==> src/rtl/lpd_pkg.sv <==
// ----------------------------------------------------------------------------
// lpd_pkg
// Shared constants, codes and item types of the length-prefix deframer.
// ----------------------------------------------------------------------------
package lpd_pkg;

  localparam int unsigned HEADER_BYTES     = 4;
  localparam int unsigned LEN_BYTES        = 4;
  localparam int unsigned RELEASE_OVERHEAD = 4;
  localparam int unsigned HDR_CNT_W        = 3;
  localparam int unsigned WORD_W           = 32;
  localparam int unsigned BYTE_W           = 8;

  typedef logic [WORD_W-1:0]    word_t;
  typedef logic [WORD_W:0]      word_ext_t;
  typedef logic [BYTE_W-1:0]    byte_t;
  typedef logic [HDR_CNT_W-1:0] hdr_cnt_t;

  typedef enum logic {
    OP_BYTE    = 1'b0,
    OP_RELEASE = 1'b1
  } opcode_t;

  typedef enum logic {
    CFG_REFUSE_THRESH = 1'b0,
    CFG_ACCEPT_THRESH = 1'b1
  } cfg_idx_t;

  // registered input item, release amount already widened with overhead
  typedef struct packed {
    opcode_t   opcode;
    byte_t     in_byte;
    word_ext_t rel_dec;
  } item_t;

  typedef struct packed {
    byte_t out_byte;
    logic  out_valid;
    logic  out_last;
    logic  empty_frame;
    logic  refusing;
    word_t occupancy_now;
  } result_t;

  // handshake between input register and step stage
  typedef struct packed {
    logic  vld;
    item_t item;
  } stage_t;

endpackage

==> src/rtl/lpd_ifs.sv <==
// ----------------------------------------------------------------------------
// lpd_in_if / lpd_out_if
// Valid/ready channels for input items and result items.
// ----------------------------------------------------------------------------
interface lpd_in_if;
  import lpd_pkg::*;

  logic  valid;
  logic  ready;
  logic  opcode;
  byte_t in_byte;
  word_t released_length;

  modport source (output valid, output opcode, output in_byte, output released_length,
                  input ready);
  modport sink   (input valid, input opcode, input in_byte, input released_length,
                  output ready);
endinterface

interface lpd_out_if;
  import lpd_pkg::*;

  logic  valid;
  logic  ready;
  byte_t out_byte;
  logic  out_valid;
  logic  out_last;
  logic  empty_frame;
  logic  refusing;
  word_t occupancy_now;

  modport source (output valid, output out_byte, output out_valid, output out_last,
                  output empty_frame, output refusing, output occupancy_now,
                  input ready);
  modport sink   (input valid, input out_byte, input out_valid, input out_last,
                  input empty_frame, input refusing, input occupancy_now,
                  output ready);
endinterface

==> src/rtl/lpd_in_reg.sv <==
// ----------------------------------------------------------------------------
// lpd_in_reg
// Input register stage; forms the release amount plus overhead on entry.
// ----------------------------------------------------------------------------
module lpd_in_reg (
  input  logic            clk,
  input  logic            rst_n,
  lpd_in_if.sink          in_chan,
  input  logic            take,
  output lpd_pkg::stage_t stage
);
  import lpd_pkg::*;

  logic  vld_r;
  logic  vld_nxt;
  item_t item_r;
  item_t item_nxt;
  logic  accept;

  assign in_chan.ready = !vld_r || take;
  assign accept        = in_chan.valid && in_chan.ready;

  always_comb begin
    vld_nxt = vld_r;
    if (accept) begin
      vld_nxt = 1'b1;
    end else if (take) begin
      vld_nxt = 1'b0;
    end
  end

  always_comb begin
    item_nxt.opcode  = opcode_t'(in_chan.opcode);
    item_nxt.in_byte = in_chan.in_byte;
    item_nxt.rel_dec = {1'b0, in_chan.released_length} + word_ext_t'(RELEASE_OVERHEAD);
  end

  always_ff @(posedge clk) begin
    if (!rst_n) begin
      vld_r <= 1'b0;
    end else begin
      vld_r <= vld_nxt;
    end
  end

  always_ff @(posedge clk) begin
    if (accept) begin
      item_r <= item_nxt;
    end
  end

  assign stage.vld  = vld_r;
  assign stage.item = item_r;

endmodule

==> src/rtl/lpd_core.sv <==
// ----------------------------------------------------------------------------
// lpd_core
// Deframer and occupancy state, one step per transfer, and the result register.
// ----------------------------------------------------------------------------
module lpd_core (
  input  logic              clk,
  input  logic              rst_n,
  input  logic              cfg_we,
  input  lpd_pkg::cfg_idx_t cfg_idx,
  input  lpd_pkg::word_t    cfg_wdata,
  input  lpd_pkg::stage_t   stage,
  output logic              take,
  lpd_out_if.source         out_chan
);
  import lpd_pkg::*;

  word_t    refuse_th_r;
  word_t    accept_th_r;
  hdr_cnt_t hdr_cnt_r;
  hdr_cnt_t hdr_cnt_nxt;
  word_t    frame_len_r;
  word_t    frame_len_nxt;
  word_t    brem_r;
  word_t    brem_nxt;
  word_t    occ_r;
  word_t    occ_nxt;
  logic     refuse_r;
  logic     refuse_nxt;
  logic     res_vld_r;
  logic     res_vld_nxt;
  result_t  res_r;
  result_t  res_nxt;

  word_t     len_base;
  word_t     len_merged;
  word_ext_t occ_diff;
  logic      hdr_done;

  assign take = stage.vld && (!res_vld_r || out_chan.ready);

  // config
  always_ff @(posedge clk) begin
    if (!rst_n) begin
      refuse_th_r <= '0;
      accept_th_r <= '0;
    end else if (cfg_we) begin
      case (cfg_idx)
        CFG_REFUSE_THRESH: refuse_th_r <= cfg_wdata;
        CFG_ACCEPT_THRESH: accept_th_r <= cfg_wdata;
        default: ;
      endcase
    end
  end

  // header assembly
  always_comb begin
    len_base   = (hdr_cnt_r == '0) ? '0 : frame_len_r;
    len_merged = len_base;
    if ({1'b0, hdr_cnt_r} < (HDR_CNT_W+1)'(LEN_BYTES)) begin
      len_merged = len_base |
                   (word_t'(stage.item.in_byte) << {hdr_cnt_r[1:0], 3'b000});
    end
    hdr_done = ({1'b0, hdr_cnt_r} + 1'b1) >= (HDR_CNT_W+1)'(HEADER_BYTES);
  end

  assign occ_diff = {1'b0, occ_r} - stage.item.rel_dec;

  // step
  always_comb begin
    hdr_cnt_nxt   = hdr_cnt_r;
    frame_len_nxt = frame_len_r;
    brem_nxt      = brem_r;
    occ_nxt       = occ_r;
    res_nxt       = '0;

    case (stage.item.opcode)
      OP_BYTE: begin
        if (occ_r != '1) begin
          occ_nxt = occ_r + 1'b1;
        end
        if (brem_r != '0) begin
          res_nxt.out_byte  = stage.item.in_byte;
          res_nxt.out_valid = 1'b1;
          res_nxt.out_last  = (brem_r == word_t'(1));
          brem_nxt          = brem_r - 1'b1;
        end else begin
          frame_len_nxt = len_merged;
          if (hdr_done) begin
            hdr_cnt_nxt = '0;
            if (len_merged == '0) begin
              res_nxt.empty_frame = 1'b1;
            end else begin
              brem_nxt = len_merged;
            end
          end else begin
            hdr_cnt_nxt = hdr_cnt_r + 1'b1;
          end
        end
      end
      OP_RELEASE: begin
        // zero when release covers occupancy
        if (occ_diff[WORD_W] || occ_diff == '0) begin
          occ_nxt = '0;
        end else begin
          occ_nxt = occ_diff[WORD_W-1:0];
        end
      end
      default: ;
    endcase

    refuse_nxt = refuse_r;
    if (refuse_th_r != '0 && occ_nxt >= refuse_th_r) begin
      refuse_nxt = 1'b1;
    end
    if (accept_th_r != '0 && occ_nxt <= accept_th_r) begin
      refuse_nxt = 1'b0;
    end

    res_nxt.refusing      = refuse_nxt;
    res_nxt.occupancy_now = occ_nxt;
  end

  always_comb begin
    res_vld_nxt = res_vld_r;
    if (take) begin
      res_vld_nxt = 1'b1;
    end else if (out_chan.ready) begin
      res_vld_nxt = 1'b0;
    end
  end

  always_ff @(posedge clk) begin
    if (!rst_n) begin
      hdr_cnt_r   <= '0;
      frame_len_r <= '0;
      brem_r      <= '0;
      occ_r       <= '0;
      refuse_r    <= 1'b0;
      res_vld_r   <= 1'b0;
    end else begin
      res_vld_r <= res_vld_nxt;
      if (take) begin
        hdr_cnt_r   <= hdr_cnt_nxt;
        frame_len_r <= frame_len_nxt;
        brem_r      <= brem_nxt;
        occ_r       <= occ_nxt;
        refuse_r    <= refuse_nxt;
      end
    end
  end

  always_ff @(posedge clk) begin
    if (take) begin
      res_r <= res_nxt;
    end
  end

  assign out_chan.valid         = res_vld_r;
  assign out_chan.out_byte      = res_r.out_byte;
  assign out_chan.out_valid     = res_r.out_valid;
  assign out_chan.out_last      = res_r.out_last;
  assign out_chan.empty_frame   = res_r.empty_frame;
  assign out_chan.refusing      = res_r.refusing;
  assign out_chan.occupancy_now = res_r.occupancy_now;

  // payload phase only between complete headers
  a_brem_no_hdr: assert property (@(posedge clk) disable iff (!rst_n)
    brem_r != '0 |-> hdr_cnt_r == '0)
    else $error("payload phase with partial header");

  // last payload byte ends the payload phase
  a_last_ends: assert property (@(posedge clk) disable iff (!rst_n)
    take && res_nxt.out_last |=> brem_r == '0)
    else $error("payload left after last byte");

  // a received byte below saturation raises occupancy by one
  a_occ_inc: assert property (@(posedge clk) disable iff (!rst_n)
    take && stage.item.opcode == OP_BYTE && occ_r != '1 |=> occ_r == $past(occ_r) + 1'b1)
    else $error("occupancy did not count byte");

  // the result register reports the state it was built with
  a_res_occ: assert property (@(posedge clk) disable iff (!rst_n)
    take |=> res_r.occupancy_now == occ_r && res_r.refusing == refuse_r)
    else $error("result out of step with state");

  // empty frame and payload byte are exclusive
  a_excl: assert property (@(posedge clk) disable iff (!rst_n)
    res_vld_r |-> !(res_r.empty_frame && res_r.out_valid))
    else $error("empty frame flagged with payload");

endmodule

==> src/rtl/length_prefix_deframer_flow_ctl_unit.sv <==
// ----------------------------------------------------------------------------
// length_prefix_deframer_flow_ctl_unit
// Length-prefixed byte deframer with occupancy-driven refuse flag.
// ----------------------------------------------------------------------------
// Each input transfer (a received byte or a release event) yields exactly one
// result transfer. A 4-byte little-endian length precedes each frame's payload;
// payload bytes pass cut-through with the last one marked, and a zero length
// gives one empty-frame result. Occupancy counts received bytes minus released
// length plus 4, saturating at both ends, and drives a hysteretic refuse flag.
// One transfer per cycle unless results stall: an input register and a
// result register frame a combinational step, and each transfer passes
// through both in that order. While a result waits, the input register
// still takes one more transfer before input stalls.
module length_prefix_deframer_flow_ctl_unit (
  input  logic              clk,
  input  logic              rst_n,
  lpd_in_if.sink            in_chan,
  lpd_out_if.source         out_chan,
  input  logic              cfg_we,
  input  lpd_pkg::cfg_idx_t cfg_idx,
  input  lpd_pkg::word_t    cfg_wdata
);
  import lpd_pkg::*;

  stage_t stage;
  logic   take;

  lpd_in_reg u_in_reg (
    .clk     (clk),
    .rst_n   (rst_n),
    .in_chan (in_chan),
    .take    (take),
    .stage   (stage)
  );

  lpd_core u_core (
    .clk       (clk),
    .rst_n     (rst_n),
    .cfg_we    (cfg_we),
    .cfg_idx   (cfg_idx),
    .cfg_wdata (cfg_wdata),
    .stage     (stage),
    .take      (take),
    .out_chan  (out_chan)
  );

endmodule

==> src/flat_wrapper.sv <==
// flat-port wrapper written by rule: the top's interface ports become plain ports
module length_prefix_deframer_flow_ctl_unit_flat import lpd_pkg::*;
  (clk, rst_n, cfg_we, cfg_idx, cfg_wdata, in_chan_valid, in_chan_opcode, in_chan_in_byte, in_chan_released_length, in_chan_ready, out_chan_valid, out_chan_out_byte, out_chan_out_valid, out_chan_out_last, out_chan_empty_frame, out_chan_refusing, out_chan_occupancy_now, out_chan_ready);
  lpd_in_if in_chan_i ();
  lpd_out_if out_chan_i ();
  input  logic clk;
  input  logic rst_n;
  input  logic cfg_we;
  input  lpd_pkg::cfg_idx_t cfg_idx;
  input  lpd_pkg::word_t cfg_wdata;
  input wire logic [$bits(in_chan_i.valid)-1:0] in_chan_valid;
  input wire logic [$bits(in_chan_i.opcode)-1:0] in_chan_opcode;
  input wire logic [$bits(in_chan_i.in_byte)-1:0] in_chan_in_byte;
  input wire logic [$bits(in_chan_i.released_length)-1:0] in_chan_released_length;
  output wire logic [$bits(in_chan_i.ready)-1:0] in_chan_ready;
  output wire logic [$bits(out_chan_i.valid)-1:0] out_chan_valid;
  output wire logic [$bits(out_chan_i.out_byte)-1:0] out_chan_out_byte;
  output wire logic [$bits(out_chan_i.out_valid)-1:0] out_chan_out_valid;
  output wire logic [$bits(out_chan_i.out_last)-1:0] out_chan_out_last;
  output wire logic [$bits(out_chan_i.empty_frame)-1:0] out_chan_empty_frame;
  output wire logic [$bits(out_chan_i.refusing)-1:0] out_chan_refusing;
  output wire logic [$bits(out_chan_i.occupancy_now)-1:0] out_chan_occupancy_now;
  input wire logic [$bits(out_chan_i.ready)-1:0] out_chan_ready;
  assign in_chan_i.valid = in_chan_valid;
  assign in_chan_i.opcode = in_chan_opcode;
  assign in_chan_i.in_byte = in_chan_in_byte;
  assign in_chan_i.released_length = in_chan_released_length;
  assign in_chan_ready = in_chan_i.ready;
  assign out_chan_valid = out_chan_i.valid;
  assign out_chan_out_byte = out_chan_i.out_byte;
  assign out_chan_out_valid = out_chan_i.out_valid;
  assign out_chan_out_last = out_chan_i.out_last;
  assign out_chan_empty_frame = out_chan_i.empty_frame;
  assign out_chan_refusing = out_chan_i.refusing;
  assign out_chan_occupancy_now = out_chan_i.occupancy_now;
  assign out_chan_i.ready = out_chan_ready;
  length_prefix_deframer_flow_ctl_unit u_core (.clk(clk), .rst_n(rst_n), .in_chan(in_chan_i), .out_chan(out_chan_i), .cfg_we(cfg_we), .cfg_idx(cfg_idx), .cfg_wdata(cfg_wdata));
endmodule
==> config.mk <==
export PLATFORM = sky130hd
export DESIGN_NAME = length_prefix_deframer_flow_ctl_unit_flat
export DESIGN_NICKNAME = d
export VERILOG_FILES = /design/src/rtl/lpd_pkg.sv /design/src/rtl/lpd_ifs.sv /design/src/rtl/lpd_in_reg.sv /design/src/rtl/lpd_core.sv /design/src/rtl/length_prefix_deframer_flow_ctl_unit.sv /design/src/flat_wrapper.sv
export SDC_FILE = /design/constraint.sdc
export NUM_CORES = 1
export LEC_CHECK = 0
export ABC_CLOCK_PERIOD_IN_PS = 7000
export BUFFER_PORTS_ARGS = -buffer_cell sky130_fd_sc_hd__buf_2
export CAP_MARGIN = 20
export CORE_MARGIN = 10
export CORE_UTILIZATION = 50
export DETAILED_ROUTE_END_ITERATION = 8
export PLACE_DENSITY = 0.69
export SYNTH_ARGS = -nofsm -noshare
export SYNTH_HDL_FRONTEND = slang
export SYNTH_SLANG_ARGS = --single-unit
==> constraint.sdc <==
create_clock -name clk -period 7 [get_ports clk]
set_clock_uncertainty 0.1 [all_clocks]
set_input_delay 0.35 -clock clk [delete_from_list [all_inputs] [get_ports clk]]
set_output_delay 0.35 -clock clk [all_outputs]
set_load 0.02 [all_outputs]
==> results of run 1 <==
-- cell usage in the layout (no fill, tap or decap), drive strengths merged, types with 5 or more instances in the layout --
cell type and n:
a21oi 168, nand3 54, nor2b 10, xor2 33
o211ai 10, ha 102, clkinv 12, buf 142
o41ai 5, or3 22, nand3b 5, o21ba 7
nor4 31, a211oi 34, a22oi 42, and3 31
o21a 11, a21o 36, clkbuf 37, dfxtp 166
inv 121, nor3 41, o31ai 11, or2 6
and2 14, edfxtp 86, and4 6, nand2b 15
dlygate4sd3 53, o22ai 17, xnor2 46, nor2 140
o21ai 117, nand4 43, a31oi 18, nand2 228
-- cell families after synthesis --
group                    Yosys count
multiplexers                       3
AO/OA/AOI/OAI                    520
AND/OR/NAND/NOR                  656
adder cells (fa/ha/maj)          103
flip-flops                       252
buffers and inverters            216
XOR/XNOR                          79
-- sequential cells by signal, summed over array words and instances, names as in the netlist --
signal and cells:
u_core.u_in_reg.stage 42, u_core.u_core.hdr_cnt_r 3, u_core.u_core.accept_th_r 32, u_core.u_core.out_chan.out_last 1, u_core.u_core.out_chan.occupancy_now 32, u_core.u_core.frame_len_r 32, u_core.u_core.out_chan.out_valid 1, u_core.u_core.occ_r 32
u_core.u_core.brem_r 32, u_core.u_in_reg.vld_r 1, u_core.u_core.out_chan.valid 1, u_core.u_core.out_chan.out_byte 8, u_core.u_core.out_chan.empty_frame 1, u_core.u_core.out_chan.refusing 1, u_core.u_core.refuse_th_r 32, u_core.u_core.refuse_r 1
-- worst reg2reg max path, stage by stage, from the launching register on --
cell	delay, ns
dfxtp_1	0.40
inv_1	0.07
ha_1	0.21
fa_1	0.40
nor2b_1	0.18
o31a_1	0.19
o31a_2	0.19
o2111ai_2	0.23
a2111oi_2	0.42
nor3_2	0.08
buf_4	0.23
o32ai_1	0.71
ha_1	0.39
a21oi_1	0.14
o21ai_0	0.08
nor3_1	0.12
o21ai_0	0.11
a221oi_1	0.39
o41ai_1	0.12
o31ai_1	0.27
nor2_1	0.09
-- cell type report --
class	instances	area (um2)	share of cell area [%]
clock inverter	15	170	0.965
timing repair buffer	195	1320	7.48
multi-input combinational	1361	8480	48.0
inverter	121	455	2.58
clock buffer	37	828	4.70
tap	390	488	2.77
sequential	252	5910	33.5
-- path summary, 6_finish.rpt --
check                                                  endpoint  slack, ns  cells after the start
worst min-delay path                  u_core.u_in_reg.stage[14]       0.02                      2
worst max-delay path            u_core.u_core.out_chan.refusing       1.65                     20
worst min register to register    u_core.u_core.refuse_th_r[11]       0.36                      2
worst max register to register  u_core.u_core.out_chan.refusing       1.65                     20
-- report_power, final --
part | switching [mW] | internal, mW
Sequential | 0.188 | 1.77
Clock | 0.637 | 0.944
Combinational | 2.51 | 1.28
Total | 3.34 | 4.00
-- through the flow --
stage / hold slack [ns] / setup slack (ns) / cells / total power, mW
after detailed placement: 0.352 / 1.65 / 2264 / 5.60
after CTS: 0.0000944 / 1.64 / 2369 / 7.22
final: 0.0164 / 1.65 / 2371 / 7.34
after floorplan: 0.336 / 2.61 / 1829 / 4.82
after global routing: 0.0118 / 1.16 / 2371 / 7.83
after global placement: 0.343 / 1.72 / 2263 / 5.55
-- timing repair --
action / in CTS / in global routing
endpoints found under the setup margin: 0 / 0
hold buffers: 53 / 0
hold endpoints to repair: 85 / 0
setup buffers: 0 / 0
-- per-layer routing --
layer	track usage, %	wire [um]	part of all wire (%)	vias to the layer above
met4	5.99	1160	2.6	0
met3	3.68	3910	8.7	64
li1	-	-	-	6876
met5	0	0	0	-
met2	33.1	19100	42	594
met1	33.6	21000	47	6654
==> impl_metrics.py, run 1 <==
metrics = {
    "status": {
        "status": "complete, no violations",
    },
    "worst_setup_path": {
        "critPathSlowestCell": "o32ai_1",
        "path_max_fanout": 23,
        "startpoint_type": "flip-flop",
        "cp.arrival_ns": 5.57,
        "crit_path_start": "u_core.u_core.occ_r[0]",
        "critical_path_class": "flip-flop to flip-flop",
        "worstPathCellList": "inv_1, ha_1, fa_1, nor2b_1, o31a_1, o31a_2, o2111ai_2, a2111oi_2, nor3_2, buf_4, o32ai_1, ha_1, a21oi_1, o21ai_0, nor3_1, o21ai_0, a221oi_1, o41ai_1, o31ai_1, nor2_1",
        "max_stage_delay_ns": 0.70,
        "critPathTopFamily": "compound AO/OA/AOI/OAI gates",
        "cp_num_buf_inv": 2,
        "worst_ep_required_time_ns": 7.22,
        "worstReg2RegStart": "u_core.u_core.occ_r[0]",
        "worst_setup_path_end_kind": "flip-flop",
    },
    "placed_design": {
        "place.gp.congestion": 0.937,
        "dp.final_hpwl_mm": 31.8,
        "port_buffers": 124,
        "dpl_cell_area_um2": 16100,
    },
    "pwr": {
        "p_leak_nw": 7.03,
        "pwr_density_cell_nw_per_um2": 416,
        "ir_drop_mv": 0.809,
    },
    "logic_synthesis": {
        "ys_seq_area_share_pct": 38.7,
        "yosys_warnings": 0,
        "synth_top_family_by_area": "compound AO/OA/AOI/OAI gates",
        "synth.net_count": 2011,
        "synth.top_cell.area_share_pct": 21.8,
        "syn_area_per_cell_um2": 8.33,
        "synth.distinct_cells": 78,
        "async_reset_ff_share_pct": 0,
        "synth_area_um2": 15200,
        "synth_mux_area_share_pct": 0.197,
        "ys.flop_type": "dfxtp_1",
        "syn_inst": 1829,
        "synth_compound_area_share_pct": 21.5,
        "synth_xor_area_share_pct": 4.54,
        "synth_most_common_cell": "nand2_1",
        "synth_common_cells": "228 x nand2_1, 168 x a21oi_1, 166 x dfxtp_1, 139 x nor2_1, 120 x inv_1",
        "synth-seq-cells": 252,
        "synth_top_area_cell": "dfxtp_1",
        "yosys.area_share.simple_pct": 20.8,
        "synth-edff-count": 86,
        "synth_fa_ha_area_share_pct": 8.50,
        "synthTopCellsByArea": "dfxtp_1 22%, edfxtp_1 17%, ha_1 8.4%, nand2_1 5.6%, a21oi_1 5.5%",
    },
    "sta": {
        "max_freq_mhz": 187,
        "fin_crit_ns": 5.35,
        "relSlewSlack_pct": 31.4,
        "rsz0062_at_grt": "no",
        "hold_viol": 0,
        "setup_tns_ns": 0,
        "worst_pin_slew_ns": 1.03,
        "finalSetupViolations": 0,
        "maxSlewViolCount": 0,
        "final.period_utilization_pct": 76.4,
    },
    "hold_path": {
        "hold_path.class": "primary input to flip-flop",
        "min_from": "in_chan_released_length[14]",
    },
    "die": {
        "io_pins": 125,
        "rows": 63,
        "fp.dieH_um": 195,
        "dieArea_um2": 37900,
        "core_area_um2": 29900,
        "die_w_um": 195,
        "initial_core_util_pct": 51.0,
    },
    "detailed_routing": {
        "wl_per_cell_um": 19.0,
        "remaining_drc_errors": 0,
        "drt-pass1-iter-count": 5,
        "num_vias": 14188,
        "ant_nets": 0,
        "wl_mm": 45.1,
        "drtIter0Drc": 1397,
        "via_per_inst": 5.98,
    },
    "final_layout": {
        "layout.nets": 2141,
        "diodes": 0,
        "stdcell_area_um2": 17600,
        "drive_above_1_share_pct": 11.0,
        "num-fill-cells": 2609,
        "areaGrowthSynthToFinish_pct": 15.7,
        "final_core_util_pct": 59.1,
    },
    "clock_network": {
        "clk_path_buf_depth": 3,
        "cts_made_buffers": 28,
        "cts_sinks": 252,
        "cts_resized": 0,
        "cts_tree": "built",
        "clk_latency_ns": 0.57,
        "cts.clk_slew.worst_paths_ns": 0.07,
        "clock-root-buffer": "clkbuf_16",
        "cts_htree_levels": 1,
    },
    "global_route": {
        "grt_pass1_wl_mm": 71.4,
        "grt_max_degree": 88,
        "first_global_vias": 13000,
        "antenna_found_initial": 0,
        "gr-total-overflow": 0,
        "track_usage_pct": 22.6,
    },
    "run": {
        "maxCapViolCount": 0,
    },
}
No activity file was read; power rests on OpenSTA's default activity.
==> run 2, diff against run 1 <==
- ABC_CLOCK_PERIOD_IN_PS: 7000 -> 4400
- PLACE_DENSITY: 0.69 -> 0.71
- clock period: 7 -> 4.4 ns (I/O delays scaled with it)
==> run 2 against run 1 <==
Compared with the run above:
- the run now ends with setup timing left
- register-to-register slack worse by 1.8 ns
- sequential power rose by 58%
- critical endpoint unchanged
- highest routed layer unchanged
- sequential cell count unchanged
- largest cell class unchanged
- combinational power up 70%
- first-iteration DRC count rose by 27%
==> impl_metrics.py, run 2 (synthesis gave the netlist of run 1 again) <==
metrics = {
    "worst_setup_path": {
        "critical_path_class": "flip-flop to flip-flop",
        "worst_ep_required_time_ns": 4.62,
        "worstReg2RegStart": "u_core.u_in_reg.stage[0]",
        "path_max_fanout": 6,
        "cp.arrival_ns": 4.75,
        "ff2ff_path_depth": 21,
        "worst_setup_path_end_kind": "flip-flop",
        "reg2reg_slack_ns": -0.13,
        "startpoint_type": "flip-flop",
        "r2r-end": "u_core.u_core.out_chan.refusing",
    },
    "pwr": {
        "fin_total_pwr_mw": 12.1,
        "power.internal_mw": 6.64,
        "clockPowerShare_pct": 21.2,
        "p_switching_mw": 5.50,
        "combPwrFrac_pct": 53.2,
        "p_seq_share_pct": 25.6,
        "pwr_density_cell_nw_per_um2": 608,
        "ir_drop_mv": 0.702,
        "p_leak_nw": 8.28,
        "p_sw_share_pct": 45.3,
    },
    "detailed_routing": {
        "remaining_drc_errors": 0,
        "drt-pass1-iter-count": 6,
        "ant_nets": 0,
        "drtIter0Drc": 1775,
        "num_vias": 15309,
        "wl_per_cell_um": 19.1,
        "via_per_inst": 5.87,
        "wl_mm": 49.8,
    },
    "run": {
        "maxCapViolCount": 0,
    },
    "die": {
        "dieArea_um2": 37900,
        "rows": 63,
        "die_w_um": 195,
        "io_pins": 125,
        "core_area_um2": 29900,
        "initial_core_util_pct": 51.0,
        "fp.dieH_um": 195,
    },
    "placed_design": {
        "dp.final_hpwl_mm": 35.0,
        "place.gp.congestion": 0.972,
        "port_buffers": 124,
        "dpl_cell_area_um2": 17400,
        "dp_cells": 2439,
        "dp_slack_ns": -0.386,
    },
    "global_route": {
        "grt_max_degree": 83,
        "antenna_found_initial": 0,
        "first_global_vias": 14541,
        "track_usage_pct": 24.7,
        "gr-total-overflow": 0,
        "grt_pass1_wl_mm": 78.2,
    },
    "sta": {
        "whs_ns": 0.0819,
        "fin_ws_ns": -0.128,
        "finalSetupViolations": 2,
        "worst_pin_slew_ns": 1.01,
        "max_freq_mhz": 221,
        "final.period_utilization_pct": 103,
        "fin_crit_ns": 4.53,
        "setup_tns_ns": -0.182,
        "hold_viol": 0,
        "relSlewSlack_pct": 32.6,
        "rsz0062_at_grt": "yes",
        "maxSlewViolCount": 0,
    },
    "clock_network": {
        "clock-root-buffer": "clkbuf_16",
        "cts_htree_levels": 1,
        "cts_made_buffers": 30,
        "cts.clk_slew.worst_paths_ns": 0.06,
        "cts_sinks": 252,
        "clk_latency_ns": 0.57,
        "clk_path_buf_depth": 3,
        "cts_tree": "built",
    },
    "final_layout": {
        "diodes": 0,
        "layout.nets": 2376,
        "areaGrowthSynthToFinish_pct": 31.0,
        "final_core_util_pct": 66.8,
        "stdcell_area_um2": 20000,
        "fin_cells": 2608,
        "layout_commonest_cell": "nand2_1",
        "largest_reg_flops": 42,
        "num-fill-cells": 2363,
        "drive_above_1_share_pct": 21.6,
        "final_cell_mix": "225 x nand2_1, 206 x buf_4, 164 x dfxtp_1, 160 x a21oi_1, 138 x nor2_1",
    },
    "hold_path": {
        "min_from": "cfg_we",
        "min_to": "u_core.u_core.accept_th_r[13]",
        "hold_path.class": "primary input to flip-flop",
        "whs_path_depth": 4,
    },
    "status": {
        "status": "finished, violations left",
        "violations": "setup timing",
    },
}
-- run 2: per-layer routing --
metal  track usage, %  share of wire, %  up-vias
met1             35.8                46     7197
met2             37.4                43      691
met3             4.16               8.8       70
met5                0                 0        -
met4             5.48               2.0        0
li1                 -                 -     7351
-- run 2: worst max-delay path: stages (launching register included) --
cell	delay, ns
edfxtp_1	0.42
ha_4	0.19
fa_2	0.35
nor2b_2	0.13
o31a_1	0.16
o31a_2	0.17
o2111ai_4	0.21
a2111oi_4	0.38
nor3_2	0.10
buf_6	0.15
buf_4	0.15
o22ai_4	0.20
buf_4	0.17
ha_4	0.19
nor2b_1	0.13
o21a_1	0.17
o21a_1	0.16
o21a_1	0.18
o211ai_1	0.19
nand3_1	0.11
a21oi_2	0.17
nor2_1	0.06
-- run 2: worst max path at each step --
stage	from	end	slack, ns	cells after the start
2_1_floorplan	u_core.u_core.occ_r[0]	u_core.u_core.out_chan.refusing	0.01	20
5_1_grt	u_core.u_in_reg.stage[0]	u_core.u_core.out_chan.refusing	-0.33	21
6_report	u_core.u_in_reg.stage[0]	u_core.u_core.out_chan.refusing	-0.13	21
3_5_place_dp	u_core.u_in_reg.stage[0]	u_core.u_core.out_chan.refusing	-0.39	19
4_1_cts	u_core.u_core.occ_r[0]	u_core.u_core.out_chan.refusing	-0.05	20
3_3_place_gp	u_core.u_in_reg.stage[0]	u_core.u_core.out_chan.refusing	-0.29	19
-- run 2: layout make-up --
cell class	instances	area [um2]	area share (%)
clock buffers	38	833	4.17
clock inverters	18	199	0.997
inverters	121	455	2.28
multi-input cells	1361	8860	44.4
flip-flops and latches	252	5910	29.6
well taps	390	488	2.44
repair buffers	428	3220	16.1
-- run 2: power by group through the flow --
stage / clock, mW / sequential [mW] / combinational [mW]
global route: 2.70 / 3.14 / 7.07
floorplan: 0 / 3.12 / 4.55
detailed placement: 0 / 3.13 / 6.03
global placement: 0 / 3.12 / 5.91
CTS: 2.60 / 3.09 / 6.24
finish: 2.57 / 3.10 / 6.46
-- run 2: what timing repair did --
item,4_1_cts,5_1_grt
hold buffers,91,0
gates resized for setup,66,31
pin swaps,42,30
endpoints found under the hold margin,116,0
endpoints found under the setup margin,2,2
setup buffers,10,11
gates cloned,1,0
==> run 3, diff against run 2 <==
- PLACE_DENSITY: 0.71 -> not set
- PLACE_DENSITY_LB_ADDON: not set -> 0.3
- SKIP_LAST_GASP: not set -> 1
==> run 3 against run 2 <==
Compared with the run above:
- the run still ends with setup timing left
- critical endpoint unchanged
- fmax down 0.24%
- critical path type unchanged
- global-route usage rose by 0.46 points
- design area down 0.99%
- via count is 0.12% higher
- sequential cell count unchanged
==> impl_metrics.py, run 3 (synthesis gave the netlist of run 1 again) <==
metrics = {
    "sta": {
        "maxSlewViolCount": 0,
        "finalSetupViolations": 2,
        "worst_pin_slew_ns": 0.943,
        "rsz0062_at_grt": "yes",
        "hold_viol": 0,
        "fin_crit_ns": 4.54,
        "setup_tns_ns": -0.178,
        "max_freq_mhz": 220,
        "fin_ws_ns": -0.139,
        "final.period_utilization_pct": 103,
        "relSlewSlack_pct": 37.1,
    },
    "status": {
        "status": "finished, violations left",
        "violations": "setup timing",
    },
    "die": {
        "core_area_um2": 29900,
        "fp.dieH_um": 195,
        "dieArea_um2": 37900,
        "rows": 63,
        "initial_core_util_pct": 51.0,
        "die_w_um": 195,
        "io_pins": 125,
    },
    "worst_setup_path": {
        "path_max_fanout": 8,
        "worstReg2RegStart": "u_core.u_in_reg.stage[0]",
        "critical_path_class": "flip-flop to flip-flop",
        "startpoint_type": "flip-flop",
        "crit_path_start": "u_core.u_in_reg.stage[0]",
        "worst_ep_required_time_ns": 4.62,
        "cp.arrival_ns": 4.76,
        "worst_setup_path_end_kind": "flip-flop",
    },
    "global_route": {
        "gr-total-overflow": 0,
        "first_global_vias": 14680,
        "grt_max_degree": 76,
        "track_usage_pct": 25.1,
        "grt_pass1_wl_mm": 79.4,
        "antenna_found_initial": 0,
    },
    "detailed_routing": {
        "via_per_inst": 5.93,
        "wl_mm": 50.1,
        "num_vias": 15328,
        "wl_per_cell_um": 19.4,
        "drt-pass1-iter-count": 6,
        "ant_nets": 0,
        "drtIter0Drc": 1435,
        "remaining_drc_errors": 0,
    },
    "final_layout": {
        "largest_reg_flops": 42,
        "num-fill-cells": 2403,
        "layout_commonest_cell": "nand2_1",
        "layout.nets": 2357,
        "final_cell_mix": "228 x nand2_1, 189 x buf_4, 166 x dfxtp_1, 161 x a21oi_1, 138 x nor2_1",
        "areaGrowthSynthToFinish_pct": 29.7,
        "multi_input_area_um2": 8770,
        "diodes": 0,
        "ff_latch_area_um2": 5910,
        "drive_above_1_share_pct": 20.3,
    },
    "clock_network": {
        "clock-root-buffer": "clkbuf_16",
        "clk_latency_ns": 0.57,
        "cts.clk_slew.worst_paths_ns": 0.07,
        "clk_path_buf_depth": 3,
        "cts_sinks": 252,
        "cts_tree": "built",
        "cts_htree_levels": 1,
        "cts_made_buffers": 28,
    },
    "placed_design": {
        "dp.final_hpwl_mm": 35.4,
        "place.gp.congestion": 0.956,
        "dp_slack_ns": -0.419,
        "port_buffers": 124,
    },
    "pwr": {
        "fin_total_pwr_mw": 12.1,
        "pwr_density_cell_nw_per_um2": 614,
        "ir_drop_mv": 0.885,
        "p_leak_nw": 8.21,
    },
    "hold_path": {
        "min_from": "cfg_idx",
        "hold_path.class": "primary input to flip-flop",
    },
    "run": {
        "maxCapViolCount": 0,
    },
}
==> run 3: area by class of cell <==
cell class	instances	area share, %
clock buffers	31	3.70
flip-flops and latches	252	29.9
well taps	390	2.47
multi-input cells	1361	44.4
inverters	121	2.30
clock inverters	21	1.70
repair buffers	411	15.6
==> run 3: timing repair <==
action                                  in CTS  in global routing
endpoints found under the hold margin      111                  0
pin swaps                                   27                 20
resized for setup                           50                 24
buffers inserted                             5                  6
hold buffers                                91                  0
cloned                                       0                  1
endpoints found under the setup margin       2                  2
==> run 3: where the power goes <==
part           internal (mW)  switching, mW  leakage (nW)  total [mW]
Sequential              2.81          0.292          2.18        3.11
Clock                   1.67           1.01         0.525        2.69
Combinational           2.26           4.08          5.50        6.34
Total                   6.75           5.38          8.21        12.1
==> run 3: final timing paths <==
| check | endpoint | slack, ns | cells after the start |
|---|---|---|---|
| setup / recovery | u_core.u_core.out_chan.refusing | -0.14 | 19 |
| hold / removal | u_core.u_core.refuse_th_r[10] | 0.17 | 5 |
| setup reg to reg | u_core.u_core.out_chan.refusing | -0.14 | 19 |
| hold reg to reg | u_core.u_core.refuse_th_r[9] | 0.37 | 2 |
==> run 3: critical path, stage by stage (launching register included) <==
cell,delay [ns]
edfxtp_1,0.39
ha_2,0.21
fa_2,0.35
nor2b_2,0.13
o31a_1,0.15
o31a_2,0.19
o2111ai_4,0.20
a2111oi_4,0.44
nor3_4,0.09
buf_6,0.16
buf_4,0.17
o22ai_2,0.17
buf_4,0.17
ha_1,0.25
a21o_1,0.19
a21o_1,0.18
a221oi_2,0.29
o41ai_2,0.13
o31ai_2,0.28
nor2_1,0.07
==> run 3: routing by layer <==
layer | vias up | share of wire, % | global-route usage (%) | wire length, um
li1 | 7311 | - | - | -
met4 | 0 | 2.4 | 6.84 | 1190
met5 | - | 0 | 0 | 0
met3 | 86 | 9.2 | 5.06 | 4630
met1 | 7263 | 44 | 35.1 | 22200
met2 | 668 | 44 | 38.5 | 22100
==> run 3: metrics by stage <==
stage / std cells / hold WS, ns / util [%] / area, um2
after global placement: 2430 / 0.297 / 57.9 / 17300
after CTS: 2578 / 0.142 / 65.5 / 19600
after global routing: 2587 / 0.192 / 66.2 / 19800
final: 2587 / 0.173 / 66.2 / 19800
after detailed placement: 2431 / 0.298 / 58.0 / 17300
after floorplan: 1829 / 0.219 / - / 15200
